File: config.mk
export PLATFORM = sky130hd
export DESIGN_NAME = cstp_ctrl
export DESIGN_NICKNAME = d
export VERILOG_FILES = /design/src/hw/rtl/cstp_pkg.sv /design/src/hw/rtl/cstp_ctrl.sv
export SDC_FILE = /design/constraint.sdc
export NUM_CORES = 1
export LEC_CHECK = 0
export ABC_AREA = 1
export BUFFER_PORTS_ARGS = -buffer_cell sky130_fd_sc_hd__clkbuf_2
export CAP_MARGIN = 10
export CORE_MARGIN = 1
export CORE_UTILIZATION = 45
export DETAILED_ROUTE_END_ITERATION = 8
export PLACE_DENSITY_LB_ADDON = 0.12
export SLEW_MARGIN = 40
export SYNTH_ARGS = -nofsm -noshare
export SYNTH_HDL_FRONTEND = slang
export SYNTH_SLANG_ARGS = --single-unit
export TNS_END_PERCENT = 50
File: constraint.sdc
create_clock -name clk_i -period 1.3 [get_ports clk_i]
set_input_delay 0 -clock clk_i [delete_from_list [all_inputs] [get_ports clk_i]]
set_output_delay 0 -clock clk_i [all_outputs]
set_load 0.05 [all_outputs]
File: src/hw/rtl/cstp_pkg.sv
// shared types, constants and helpers of the call stack time profiler
`default_nettype none

package cstp_pkg;

  // storage defaults
  localparam int unsigned TABLE_ENTRIES = 64;
  localparam int unsigned STACK_DEPTH   = 64;

  // fixed field widths
  localparam int unsigned KEY_W   = 32;
  localparam int unsigned CALLS_W = 32;
  localparam int unsigned TIME_W  = 48;
  localparam int unsigned ACT_W   = 3;
  localparam int unsigned STAT_W  = 3;
  localparam int unsigned RIDX_W  = 6;
  localparam int unsigned IDXO_W  = 6;
  localparam int unsigned CNTO_W  = 7;

  // event codes
  localparam logic [ACT_W-1:0] ACT_START  = 3'd0;
  localparam logic [ACT_W-1:0] ACT_STOP   = 3'd1;
  localparam logic [ACT_W-1:0] ACT_ENTER  = 3'd2;
  localparam logic [ACT_W-1:0] ACT_RETURN = 3'd3;
  localparam logic [ACT_W-1:0] ACT_READ   = 3'd4;

  // result status codes
  localparam logic [STAT_W-1:0] ST_OK        = 3'd0;
  localparam logic [STAT_W-1:0] ST_NOT_RUN   = 3'd1;
  localparam logic [STAT_W-1:0] ST_FULL      = 3'd2;
  localparam logic [STAT_W-1:0] ST_OVERFLOW  = 3'd3;
  localparam logic [STAT_W-1:0] ST_UNDERFLOW = 3'd4;
  localparam logic [STAT_W-1:0] ST_BAD_INDEX = 3'd5;

  // one procedure table entry
  typedef struct packed {
    logic [KEY_W-1:0]   key;
    logic [CALLS_W-1:0] calls;
    logic [TIME_W-1:0]  sys;
    logic [TIME_W-1:0]  user;
  } entry_t;

  // table read address source
  typedef enum logic [1:0] {
    RSEL_CUR,
    RSEL_TGT,
    RSEL_RIDX,
    RSEL_SCAN
  } rsel_e;

  // commands from controller to datapath
  typedef struct packed {
    logic              latch;
    logic              base_wr;
    logic              stop;
    logic              scan_clr;
    logic              scan_run;
    logic              tbl_rd;
    logic              stk_rd;
    logic              chg_wr;
    logic              push;
    logic              pop;
    logic              bump_wr;
    logic              capture;
    logic              sel_ridx;
    logic              zero;
    rsel_e             rsel;
    logic [STAT_W-1:0] status;
  } ctl_t;

  // status from datapath to controller
  typedef struct packed {
    logic [ACT_W-1:0] action;
    logic             running;
    logic             stack_empty;
    logic             stack_full;
    logic             table_full;
    logic             scan_fin;
    logic             found;
    logic             ridx_bad;
  } sts_t;

  // saturating add of two time values
  function automatic logic [TIME_W-1:0] sat_add(input logic [TIME_W-1:0] a,
                                                input logic [TIME_W-1:0] b);
    logic [TIME_W:0] sum;
    sum = {1'b0, a} + {1'b0, b};
    return sum[TIME_W] ? {TIME_W{1'b1}} : sum[TIME_W-1:0];
  endfunction

  // saturating call count increment
  function automatic logic [CALLS_W-1:0] sat_inc(input logic [CALLS_W-1:0] c);
    return (c == {CALLS_W{1'b1}}) ? c : c + CALLS_W'(1);
  endfunction

endpackage

`default_nettype wire

File: src/hw/rtl/cstp_ctrl.sv
// event sequencer of the profiler: handshake, state machine and commands
`default_nettype none

module cstp_ctrl (
  input  wire logic            clk_i,
  input  wire logic            rst_ni,
  input  wire logic            start_i,
  output logic                 busy_o,
  output logic                 done_o,
  input  wire cstp_pkg::sts_t  sts_i,
  output cstp_pkg::ctl_t       ctl_o
);

  typedef enum logic [3:0] {
    S_IDLE,
    S_DISPATCH,
    S_SCAN,
    S_CHECK,
    S_CHG_RD,
    S_CHG_WR,
    S_BUMP_RD,
    S_BUMP_WR,
    S_CUR_RD,
    S_CAPTURE
  } state_e;

  state_e                         state_q;
  logic [cstp_pkg::STAT_W-1:0]    code_q;
  logic                           sel_q;
  logic                           zero_q;
  logic                           done_q;
  logic                           accept;

  assign accept = start_i && (state_q == S_IDLE);

  // state and registered outputs
  always_ff @(posedge clk_i or negedge rst_ni) begin
    if (!rst_ni) begin
      state_q <= S_IDLE;
      code_q  <= cstp_pkg::ST_OK;
      sel_q   <= 1'b0;
      zero_q  <= 1'b0;
      done_q  <= 1'b0;
    end else begin
      done_q <= 1'b0;
      unique case (state_q)
        S_IDLE: begin
          if (accept) begin
            code_q  <= cstp_pkg::ST_OK;
            sel_q   <= 1'b0;
            zero_q  <= 1'b0;
            state_q <= S_DISPATCH;
          end
        end
        S_DISPATCH: begin
          unique case (sts_i.action)
            cstp_pkg::ACT_ENTER: begin
              if (!sts_i.running) begin
                code_q  <= cstp_pkg::ST_NOT_RUN;
                state_q <= S_CUR_RD;
              end else begin
                state_q <= S_SCAN;
              end
            end
            cstp_pkg::ACT_RETURN: begin
              if (!sts_i.running) begin
                code_q  <= cstp_pkg::ST_NOT_RUN;
                state_q <= S_CUR_RD;
              end else if (sts_i.stack_empty) begin
                code_q  <= cstp_pkg::ST_UNDERFLOW;
                state_q <= S_CUR_RD;
              end else begin
                state_q <= S_CHG_RD;
              end
            end
            cstp_pkg::ACT_READ: begin
              sel_q <= 1'b1;
              if (sts_i.ridx_bad) begin
                code_q  <= cstp_pkg::ST_BAD_INDEX;
                zero_q  <= 1'b1;
                state_q <= S_CAPTURE;
              end else begin
                state_q <= S_CUR_RD;
              end
            end
            default: begin
              state_q <= S_CUR_RD;
            end
          endcase
        end
        S_SCAN: begin
          if (sts_i.scan_fin) begin
            state_q <= S_CHECK;
          end
        end
        S_CHECK: begin
          if (!sts_i.found && sts_i.table_full) begin
            code_q  <= cstp_pkg::ST_FULL;
            state_q <= S_CUR_RD;
          end else if (sts_i.stack_full) begin
            code_q  <= cstp_pkg::ST_OVERFLOW;
            state_q <= S_CUR_RD;
          end else begin
            state_q <= S_CHG_RD;
          end
        end
        S_CHG_RD: begin
          state_q <= S_CHG_WR;
        end
        S_CHG_WR: begin
          state_q <= (sts_i.action == cstp_pkg::ACT_ENTER) ? S_BUMP_RD : S_CUR_RD;
        end
        S_BUMP_RD: begin
          state_q <= S_BUMP_WR;
        end
        S_BUMP_WR: begin
          state_q <= S_CUR_RD;
        end
        S_CUR_RD: begin
          state_q <= S_CAPTURE;
        end
        S_CAPTURE: begin
          done_q  <= 1'b1;
          state_q <= S_IDLE;
        end
      endcase
    end
  end

  // command decode
  always_comb begin
    ctl_o          = '0;
    ctl_o.rsel     = cstp_pkg::RSEL_CUR;
    ctl_o.status   = code_q;
    ctl_o.sel_ridx = sel_q;
    ctl_o.zero     = zero_q;
    ctl_o.latch    = accept;
    unique case (state_q)
      S_IDLE: begin
      end
      S_DISPATCH: begin
        ctl_o.base_wr  = (sts_i.action == cstp_pkg::ACT_START);
        ctl_o.stop     = (sts_i.action == cstp_pkg::ACT_STOP);
        ctl_o.scan_clr = (sts_i.action == cstp_pkg::ACT_ENTER) && sts_i.running;
      end
      S_SCAN: begin
        ctl_o.scan_run = 1'b1;
        ctl_o.rsel     = cstp_pkg::RSEL_SCAN;
      end
      S_CHECK: begin
      end
      S_CHG_RD: begin
        ctl_o.tbl_rd = 1'b1;
        ctl_o.stk_rd = 1'b1;
      end
      S_CHG_WR: begin
        ctl_o.chg_wr = 1'b1;
        ctl_o.push   = (sts_i.action == cstp_pkg::ACT_ENTER);
        ctl_o.pop    = (sts_i.action == cstp_pkg::ACT_RETURN);
      end
      S_BUMP_RD: begin
        ctl_o.tbl_rd = 1'b1;
        ctl_o.rsel   = cstp_pkg::RSEL_TGT;
      end
      S_BUMP_WR: begin
        ctl_o.bump_wr = 1'b1;
      end
      S_CUR_RD: begin
        ctl_o.tbl_rd = 1'b1;
        ctl_o.rsel   = sel_q ? cstp_pkg::RSEL_RIDX : cstp_pkg::RSEL_CUR;
      end
      S_CAPTURE: begin
        ctl_o.capture = 1'b1;
      end
    endcase
  end

  assign busy_o = (state_q != S_IDLE);
  assign done_o = done_q;

endmodule

`default_nettype wire

==> results of run 1 <==
-- timing repair --
| item | CTS |
|---|---|
| pin swaps | 4 |
| buffers inserted | 9 |
| hold buffers | 1 |
| endpoints found under the setup margin | 22 |
| resized for setup | 49 |
| endpoints found under the hold margin | 10 |
-- kinds of logic after synthesis --
group,Yosys count,synth area share
AND/OR/NAND/NOR,75,0.4926
buffers and inverters,21,0.1182
AO/OA/AOI/OAI,8,0.06075
flip-flops,10,0.3284
-- through the flow --
stage                     cells  TNS [ns]  hold WS [ns]
after detailed placement    176   -0.5764       -0.1158
after floorplan             114    -1.781       -0.2956
after global placement      176   -0.4834       -0.1194
after CTS                   190    -2.228      0.009594
==> flow_metrics.env, run 1 <==
export IMPL_htree_levels=1
export IMPL_post_synth_top_count_cell="nand2_1"
export IMPL_clock_root_buffer="clkbuf_4"
export IMPL_cts_sinks=10
export IMPL_ys_warn_count=0
export IMPL_status="aborted with a tool error"
export IMPL_cts_buffer_depth=2
export IMPL_synthCells=114
export IMPL_dp_hpwl_mm=1.778
export IMPL_synth_area_leader_cell="dfrtp_1"
export IMPL_port_buffers=33
export IMPL_dpl_cell_area_um2=1149
export IMPL_start_util=0.4943
export IMPL_endpoint_type="output port"
export IMPL_synth_area_um2=762.0
export IMPL_die_w_um=43.15
export IMPL_failing_step="global routing"
export IMPL_worstEndpointGrtRepair="ctl_o[16]"
export IMPL_error_line="[ERROR DPL-0038] Utilization greater than 100%, impossible to legalize"
export IMPL_post_place_ws_ns=-0.09892
export IMPL_ys_ff_latch=10
export IMPL_synthTopCellsByArea="dfrtp_1 33%, nand2_1 13%, nand3_1 8.5%"
export IMPL_synth_edf_count=0
export IMPL_syn_area_per_cell_um2=6.684
export IMPL_die_height_um=43.15
export IMPL_grt_max_degree=11
export IMPL_ys_seq_area_frac=0.3284
export IMPL_ys_top_cells_by_count="26 x nand2_1, 15 x nor2_1, 13 x inv_1, 13 x nand3_1, 10 x dfrtp_1"
export IMPL_place_congestion=0.8299
export IMPL_synth_main_ff_cell="dfrtp_1"
export IMPL_synth_cell_types=22
export IMPL_syn_nets=127
export IMPL_synthDominantCellAreaShare=0.3284
export IMPL_async_reset_ff_frac=1.000
export IMPL_rows=14
export IMPL_cts_made_buffers=3
export IMPL_io_pins=34
==> inputs of run 2 (changes only) <==
--- a/config.mk
+++ b/config.mk
@@ -8,10 +8,10 @@
 export ABC_AREA = 1
 export BUFFER_PORTS_ARGS = -buffer_cell sky130_fd_sc_hd__clkbuf_2
 export CAP_MARGIN = 10
-export CORE_MARGIN = 1
-export CORE_UTILIZATION = 45
+export CORE_AREA = 2 2 63 65
 export DETAILED_ROUTE_END_ITERATION = 8
-export PLACE_DENSITY_LB_ADDON = 0.12
+export DIE_AREA = 0 0 65 67
+export PLACE_DENSITY_LB_ADDON = 0.15
 export SLEW_MARGIN = 40
 export SYNTH_ARGS = -nofsm -noshare
 export SYNTH_HDL_FRONTEND = slang
==> run 2 against run 1 <==
  * Synthesized cell count unchanged
  * The flow now finishes, with violations (setup timing)
  * Synthesized area unchanged
==> flow_metrics.env, run 2 <==
export IMPL_min_from="sts_i[0]"
export IMPL_routed_via_count=965
export IMPL_ys_ff_latch=10
export IMPL_antenna_found_initial=0
export IMPL_r2r_end="state_q[1]"
export IMPL_synth_main_ff_cell="dfrtp_1"
export IMPL_synthDominantCellAreaShare=0.3284
export IMPL_end_kind="output pin"
export IMPL_power_density_nw_per_um2=2171
export IMPL_clock_root_buffer="clkbuf_8"
export IMPL_core_area_um2=3606
export IMPL_ant_nets=0
export IMPL_io_pins=34
export IMPL_synth_area_um2=762.0
export IMPL_drt_iter0_markers=27
export IMPL_p_switching_mw=1.721
export IMPL_n_antenna_cell=0
export IMPL_drc=0
export IMPL_largest_register_ffs=4
export IMPL_power_clock_fraction=0.121
export IMPL_synth_edf_count=0
export IMPL_ff2ff_path_depth=6
export IMPL_cts_buffer_depth=2
export IMPL_largestRegisters="state_q x4, code_q x3"
export IMPL_post_synth_top_count_cell="nand2_1"
export IMPL_ir_worst_vdd_mv=0.4996
export IMPL_dp_hpwl_mm=2.137
export IMPL_hold_depth=3
export IMPL_swShare=0.5166
export IMPL_nets=188
export IMPL_area_growth_pct=101.3
export IMPL_totalPowerFinal_mw=3.331
export IMPL_grt_setup_unrepaired="yes"
export IMPL_start_util=0.2113
export IMPL_hp_class="primary input to flop"
export IMPL_maxSlewViolCount=0
export IMPL_wl_per_cell_um=12.10
export IMPL_relSlewSlack=0.8026
export IMPL_drv_cap=0
export IMPL_place_congestion=0.7802
export IMPL_r2r_slack_ns=-0.09
export IMPL_dieArea_um2=4355
export IMPL_clkTransAtPathRegs_ns=0.05
export IMPL_routed_wl_mm=2.687
export IMPL_critPathKind="flop to output pin"
export IMPL_grt_max_degree=11
export IMPL_finalCoreUtilization=0.4254
export IMPL_p_seq_frac=0.161
export IMPL_status="complete, but fails checks"
export IMPL_crit_start="state_q[3]"
export IMPL_combinationalPowerShare=0.718
export IMPL_clock_fmax_mhz=678.2
export IMPL_hold_viol=0
export IMPL_setup_viol=16
export IMPL_layout_setup_ws_ns=-0.1745
export IMPL_regMostFlops="state_q"
export IMPL_insertion_delay_ns=0.24
export IMPL_grt_use_total=0.1378
export IMPL_path_max_fanout=4
export IMPL_ys_top_cells_by_count="26 x nand2_1, 15 x nor2_1, 13 x inv_1, 13 x nand3_1, 10 x dfrtp_1"
export IMPL_syn_area_per_cell_um2=6.684
export IMPL_htree_levels=1
export IMPL_post_route_min_period_ns=1.474
export IMPL_async_reset_ff_frac=1.000
export IMPL_cp_required_ns=1.30
export IMPL_synthTopCellsByArea="dfrtp_1 33%, nand2_1 13%, nand3_1 8.5%"
export IMPL_synthCells=114
export IMPL_synth_cell_types=22
export IMPL_synth_area_leader_cell="dfrtp_1"
export IMPL_cts_made_buffers=3
export IMPL_layout_drive_gt1_share=0.5805
export IMPL_most_common_layout_cells="23 x nand2_1, 23 x buf_4, 19 x clkbuf_2, 11 x inv_1"
export IMPL_worstMarginPinSlew_ns=0.2960
export IMPL_critPathArrivalTime_ns=1.47
export IMPL_port_buffers=33
export IMPL_grt_pass1_vias=1010
export IMPL_total_leakage_power_nw=0.7936
export IMPL_failed_checks="setup timing"
export IMPL_cts_tree="yes"
export IMPL_hold_end="zero_q"
export IMPL_ys_seq_area_frac=0.3284
export IMPL_p_int_mw=1.610
export IMPL_via_per_inst=4.347
export IMPL_syn_nets=127
export IMPL_period_share=1.134
export IMPL_overflow=0
export IMPL_fin_worst_skew_ns=0.001377
export IMPL_grt_first_pass_wirelength_mm=4.436
export IMPL_rows=22
export IMPL_start_kind="flop"
export IMPL_die_height_um=67
export IMPL_ys_warn_count=0
export IMPL_die_w_um=65
export IMPL_first_pass_iters=4
export IMPL_reg2reg_from="state_q[1]"
export IMPL_cts_sinks=10
export IMPL_post_place_ws_ns=-0.1186
run 2: critical path: stages (launching register included):
cell	delay, ns
dfrtp_2	0.43
nor2_4	0.17
nand3_4	0.12
buf_6	0.15
nor4_4	0.14
clkbuf_8	0.23
run 2: kinds of logic (layout without fill, tap and decap cells):
kind of cell           Yosys count  in the layout  share of synthesized area
AO/OA/AOI/OAI                    8              8                    0.06075
buffers and inverters           21             81                     0.1182
flip-flops                      10             10                     0.3284
AND/OR/NAND/NOR                 75             75                     0.4926
run 2: cell type report:
class | instances | area, µm²
Clock buffer | 4 | 55.05
Fill cell | 387 | 2072
Inverter | 18 | 72.57
Multi-Input combinational cell | 83 | 563.0
Sequential cell | 10 | 255.2
Tap cell | 48 | 60.06
Timing Repair Buffer | 59 | 528.0
run 2: what timing repair did:
item | 4_1_cts | 5_1_grt
hold buffers | 1 | 0
resized for setup | 39 | 18
endpoints found under the setup margin | 22 | 24
pin swaps | 6 | 3
hold endpoints to repair | 10 | 0
setup buffers | 3 | 3
run 2: stage by stage:
step,cell area (µm²),cells,setup TNS (ns),hold slack (ns)
floorplan,838.3,114,-1.781,-0.2956
global placement,1199,211,-0.8273,-0.1030
detailed placement,1199,211,-0.7947,-0.09852
CTS,1464,219,-1.734,0.07520
global route,1534,222,-2.517,0.09659
finish,1534,222,-1.183,0.06908
run 2: routing by layer:
layer | GRT usage | routed length (µm) | vias to the layer above
met4 | 0.07979 | 61 | 0
li1 | - | - | 483
met3 | 0.01689 | 71 | 5
met5 | 0 | 0 | -
met1 | 0.1564 | 1190 | 450
met2 | 0.2474 | 1365 | 27
run 2: worst max-delay path by stage:
| stage | end | slack, ns | cells after the start |
|---|---|---|---|
| after floorplan | code_q[1] | -0.30 | 7 |
| after global placement | code_q[1] | -0.12 | 7 |
| after detailed placement | zero_q | -0.12 | 5 |
| after CTS | ctl_o[16] | -0.19 | 5 |
| after global routing | ctl_o[16] | -0.25 | 5 |
| final | ctl_o[16] | -0.17 | 5 |
run 2: power groups by stage:
stage	Sequential, mW	Clock, mW	Combinational [mW]
after floorplan	0.662	0	1.28
after global placement	0.527	0	1.98
after detailed placement	0.531	0	1.99
after CTS	0.533	0.415	2.27
after global routing	0.549	0.422	2.56
final	0.536	0.404	2.39
No activity file was read; power rests on OpenSTA's default activity.
==> inputs of run 3 (changes only) <==
==> constraint.sdc (replaced) <==
create_clock -name clk_i -period 1.3 [get_ports clk_i]
set_input_delay 0.325 -clock clk_i [delete_from_list [all_inputs] [get_ports clk_i]]
set_output_delay 0.325 -clock clk_i [all_outputs]
set_load 0.05 [all_outputs]
==> run 3 against run 2 <==
  * Highest routed layer unchanged
  * Design area up 29%
  * Largest power group unchanged
  * Clock power decreased by 13%
  * The flow still finishes with violations (setup timing)
  * Critical endpoint is now ctl_o[10]
  * Count of clock-buffer cells in the layout stayed put
==> flow_metrics.env, run 3 (synthesis gave the netlist of run 2 again) <==
export IMPL_start_util=0.2113
export IMPL_layout_drive_gt1_share=0.6816
export IMPL_largestRegisters="state_q x4, code_q x3"
export IMPL_critPathArrivalTime_ns=1.44
export IMPL_hold_viol=0
export IMPL_power_density_nw_per_um2=2063
export IMPL_relSlewSlack=0.8007
export IMPL_cts_buffer_depth=2
export IMPL_cts_made_buffers=3
export IMPL_core_area_um2=3606
export IMPL_path_max_fanout=4
export IMPL_final_common_cell="buf_4"
export IMPL_dpl_cell_area_um2=1583
export IMPL_wl_per_cell_um=12.85
export IMPL_htree_levels=1
export IMPL_routed_wl_mm=3.199
export IMPL_nets=215
export IMPL_ant_nets=0
export IMPL_placedCellCount=230
export IMPL_die_w_um=65
export IMPL_io_pins=34
export IMPL_largest_register_ffs=4
export IMPL_cp_top_family="flip-flops"
export IMPL_cpPeakStageDelay_ns=0.46
export IMPL_antenna_found_initial=0
export IMPL_area_growth_pct=158.8
export IMPL_first_pass_iters=4
export IMPL_cts_sinks=10
export IMPL_most_common_layout_cells="40 x buf_4, 19 x nand2_1, 18 x clkbuf_2, 17 x buf_12, 11 x nor2_4"
export IMPL_insertion_delay_ns=0.24
export IMPL_period_share=1.356
export IMPL_failed_checks="setup timing"
export IMPL_path_buf_inv=4
export IMPL_critPathKind="flop to output pin"
export IMPL_die_height_um=67
export IMPL_maxSlewViolCount=0
export IMPL_cpMaxStageDelayCell="dfrtp_2"
export IMPL_grt_setup_unrepaired="yes"
export IMPL_regMostFlops="state_q"
export IMPL_clock_root_buffer="clkbuf_8"
export IMPL_post_route_min_period_ns=1.763
export IMPL_layout_setup_ws_ns=-0.4627
export IMPL_drc=0
export IMPL_end_kind="output pin"
export IMPL_place_congestion=0.7697
export IMPL_drv_cap=0
export IMPL_total_leakage_power_nw=0.9779
export IMPL_fin_worst_skew_ns=0.001132
export IMPL_port_buffers=33
export IMPL_crit_chain="inv_4, nand2_4, buf_12, nor2_4, nand2_4, inv_6, buf_12"
export IMPL_grt_use_total=0.1585
export IMPL_dieArea_um2=4355
export IMPL_clock_fmax_mhz=567.3
export IMPL_cp_required_ns=0.98
export IMPL_hp_class="primary input to flop"
export IMPL_setup_viol=23
export IMPL_grt_max_degree=11
export IMPL_rows=22
export IMPL_grt_pass1_vias=1108
export IMPL_worstMarginPinSlew_ns=0.2990
export IMPL_finalCoreUtilization=0.5468
export IMPL_grt_first_pass_wirelength_mm=5.181
export IMPL_instances_no_fill=249
export IMPL_drt_iter0_markers=27
export IMPL_routed_via_count=1080
export IMPL_status="complete, but fails checks"
export IMPL_cts_tree="yes"
export IMPL_design_area_um2=1972
export IMPL_start_kind="flop"
export IMPL_via_per_inst=4.337
export IMPL_dp_hpwl_mm=2.263
export IMPL_n_antenna_cell=0
export IMPL_post_place_ws_ns=-0.2928
export IMPL_overflow=0
export IMPL_ir_worst_vdd_mv=0.7081
export IMPL_clkTransAtPathRegs_ns=0.05
run 3: cell count changes in the layout (fill, tap and decap cells not counted), sizes merged:
cell / before / now
clkinvlp: 0 / 1
clkbuf: 31 / 22
inv: 18 / 17
buf: 31 / 67
run 3: cell type report:
cell class	instances	area, µm²
clock buffer	4	45.04
fill	342	1634
inverter	18	88.84
multi-input combinational	83	665.6
sequential	10	255.2
tap	48	60.06
timing repair buffer	86	857.1
run 3: path summary, 6_finish.rpt:
kind | startpoint | endpoint | slack [ns] | cells past startpoint
min in group asynchronous | rst_ni | done_o | 0.50 | 2
min | sts_i[0] | zero_q | 0.37 | 3
max in group asynchronous | rst_ni | state_q[2] | 0.55 | 2
max | state_q[1] | ctl_o[10] | -0.46 | 7
max reg2reg | state_q[2] | state_q[0] | -0.21 | 11
min reg2reg | code_q[1] | code_q[1] | 0.47 | 2
run 3: worst register-to-register path, delay by kind of cell, from the launching register on:
family	cells	cell delay, ns
buffers and inverters	5	0.44
flip-flops	1	0.43
AND/OR/NAND/NOR	6	0.51
run 3: through the flow:
stage / TNS [ns] / total power [mW] / hold WS [ns]
2_1_floorplan: -3.759 / 1.989 / 0.02941
3_3_place_gp: -3.479 / 2.995 / 0.2220
3_5_place_dp: -3.630 / 3.020 / 0.2274
4_1_cts: -6.645 / 3.838 / 0.3751
5_1_grt: -8.047 / 4.287 / 0.3949
6_report: -6.848 / 4.068 / 0.3742
run 3: metal layers:
| layer | GRT usage | vias to the layer above | part of all wire |
|---|---|---|---|
| li1 | - | 540 | - |
| met2 | 0.2874 | 31 | 0.54 |
| met4 | 0.08245 | 0 | 0.024 |
| met3 | 0.03378 | 6 | 0.051 |
| met5 | 0 | - | 0 |
| met1 | 0.1726 | 503 | 0.38 |
run 3: power breakdown:
group | internal, mW | switching [mW]
sequential | 0.428 | 0.104
combinational | 1.43 | 1.75
clock | 0.216 | 0.134
run 3: timing repair:
| item | 4_1_cts | 5_1_grt |
|---|---|---|
| pin swaps | 16 | 11 |
| gates resized for setup | 44 | 10 |
| hold endpoints to repair | 10 | 0 |
| hold buffers | 1 | 0 |
| buffers inserted | 8 | 8 |
| setup endpoints to repair | 24 | 24 |
==> inputs of run 4 (changes only) <==
==> constraint.sdc (replaced) <==
create_clock -name clk_i -period 1.55 [get_ports clk_i]
set_input_delay 0.3875 -clock clk_i [delete_from_list [all_inputs] [get_ports clk_i]]
set_output_delay 0.3875 -clock clk_i [all_outputs]
set_load 0.05 [all_outputs]
==> run 4 against run 3 <==
  * The run still ends with setup timing left
  * Largest cell class unchanged
  * Worst hold slack lost 0.36 ns
  * Critical path type unchanged
  * Critical path depth shrank 1
  * Utilization shrank 5.1 points
  * Clock skew is essentially flat
  * Setup slack gained 0.15 ns
==> flow_metrics.env, run 4 (synthesis gave the netlist of run 2 again) <==
export IMPL_status="complete, but fails checks"
export IMPL_failed_checks="setup timing"
export IMPL_cts_hold_fix_buffers=0
export IMPL_core_area_um2=3606
export IMPL_instances_no_fill=241
export IMPL_hp_class="primary input to async pin"
export IMPL_met2WireLength_mm=1.494
export IMPL_wl_met3_um=124
export IMPL_clkTransAtPathRegs_ns=0.05
export IMPL_post_route_min_period_ns=1.859
export IMPL_dieArea_um2=4355
export IMPL_layout_drive_gt1_share=0.6528
export IMPL_routed_top_layer="met4"
export IMPL_nets=208
export IMPL_end_kind="output pin"
export IMPL_insertion_delay_ns=0.24
export IMPL_routed_via_count=1050
export IMPL_routed_wl_mm=2.947
export IMPL_final_common_cell="buf_4"
export IMPL_ant_nets=0
export IMPL_largestRegisters="state_q x4, code_q x3"
export IMPL_multi_input_area_um2=619.3
export IMPL_grt_setup_unrepaired="yes"
export IMPL_critPathArrivalTime_ns=1.47
export IMPL_die_height_um=67
export IMPL_wl_met1_mm=1.264
export IMPL_antenna_found_initial=0
export IMPL_cts_buffer_depth=2
export IMPL_rows=22
export IMPL_die_w_um=65
export IMPL_total_leakage_power_nw=0.9277
export IMPL_power_density_nw_per_um2=1750
export IMPL_hold_worst_slack_ns=0.01845
export IMPL_r2r_slack_ns=0.04
export IMPL_most_common_layout_cells="39 x buf_4, 20 x nand2_1, 18 x clkbuf_2, 11 x inv_1, 10 x nand3_1"
export IMPL_start_util=0.2113
export IMPL_grt_first_pass_wirelength_mm=4.595
export IMPL_relSlewSlack=0.8080
export IMPL_port_buffers=33
export IMPL_io_pins=34
export IMPL_drc=0
export IMPL_n_antenna_cell=0
export IMPL_drv_cap=0
export IMPL_swShare=0.4995
export IMPL_htree_levels=1
export IMPL_place_congestion=0.8140
export IMPL_wl_per_cell_um=12.23
export IMPL_first_pass_iters=4
export IMPL_clock_root_buffer="clkbuf_8"
export IMPL_fin_worst_skew_ns=0.0006466
export IMPL_period_share=1.199
export IMPL_dpl_cell_area_um2=1368
export IMPL_maxSlewViolCount=0
export IMPL_seq_area_um2=255.2
export IMPL_regMostFlops="state_q"
export IMPL_grt_use_total=0.1425
export IMPL_start_kind="flop"
export IMPL_cts_tree="yes"
export IMPL_p_int_mw=1.565
export IMPL_dp_hpwl_mm=2.096
export IMPL_clock_fmax_mhz=537.9
export IMPL_hold_viol=0
export IMPL_setup_viol=15
export IMPL_grt_pass1_vias=1027
export IMPL_ir_worst_vdd_mv=0.4850
export IMPL_power_clock_fraction=0.092
export IMPL_cts_sinks=10
export IMPL_drt_iter0_markers=19
export IMPL_fillers=353
export IMPL_path_max_fanout=6
export IMPL_cp_required_ns=1.16
export IMPL_via_per_inst=4.357
export IMPL_p_switching_mw=1.562
export IMPL_overflow=0
export IMPL_critPathKind="flop to output pin"
export IMPL_grt_max_degree=11
export IMPL_placedCellCount=223
export IMPL_combinationalPowerShare=0.760
export IMPL_worstMarginPinSlew_ns=0.2850
export IMPL_layout_setup_ws_ns=-0.3089
export IMPL_area_growth_pct=134.5
export IMPL_largest_register_ffs=4
export IMPL_p_seq_frac=0.148
export IMPL_design_area_um2=1787
export IMPL_cts_made_buffers=3
export IMPL_finalCoreUtilization=0.4955
==> run 4: changes by cell type in the layout (fill, tap and decap cells not counted), sizes merged <==
cell         before  now
clkinvlp          1    0
dlygate4sd3       1    0
clkinv            0    1
buf              67   60
==> run 4: worst paths after layout <==
kind,startpoint,depth (start not counted),end
setup / recovery,state_q[0],6,ctl_o[18]
hold / removal,rst_ni,1,code_q[1]
setup reg to reg,state_q[0],10,code_q[1]
hold reg to reg,code_q[2],2,code_q[2]
max in group asynchronous,rst_ni,1,state_q[0]
min in group clk_i,sts_i[0],3,zero_q
==> run 4: layout make-up <==
class | instances | area share
clock buffer | 3 | 0.02311
inverter | 18 | 0.04342
multi-input combinational | 83 | 0.3466
sequential | 10 | 0.1429
tap | 48 | 0.03361
timing repair buffer | 79 | 0.4104
==> run 4: critical path, cell delays in order, from the launching register on <==
cell      delay, ns
dfrtp_2        0.48
nor2_4         0.19
nand3b_1       0.14
nand3_2        0.10
nor2_2         0.03
buf_4          0.14
buf_12         0.14
==> run 4: what timing repair did <==
item,CTS,global route
setup buffers,10,6
pin swaps,7,10
hold endpoints to repair,0,0
gates resized for setup,43,28
setup endpoints to repair,18,18
==> run 4: metal layers <==
layer,GRT usage,vias to the layer above
met1,0.1679,485
met2,0.2487,31
met5,0,-
met3,0.01858,5
met4,0.07979,0
li1,-,529
==> run 4: power groups by stage <==
stage          Clock, mW  Combinational (mW)  Sequential (mW)
4_1_cts            0.297                2.17            0.448
2_1_floorplan          0                1.06            0.539
3_5_place_dp           0                1.89            0.435
5_1_grt            0.304                2.54            0.476
6_report           0.288                2.38            0.461
3_3_place_gp           0                1.89            0.431
==> run 4: through the flow <==
stage	TNS, ns	setup WS, ns	power [mW]
after floorplan	-3.197	-0.4355	1.594
after global placement	-0.8637	-0.1379	2.317
after detailed placement	-1.171	-0.1719	2.328
after CTS	-3.230	-0.3090	2.910
after global routing	-3.978	-0.3993	3.316
final	-3.087	-0.3089	3.126
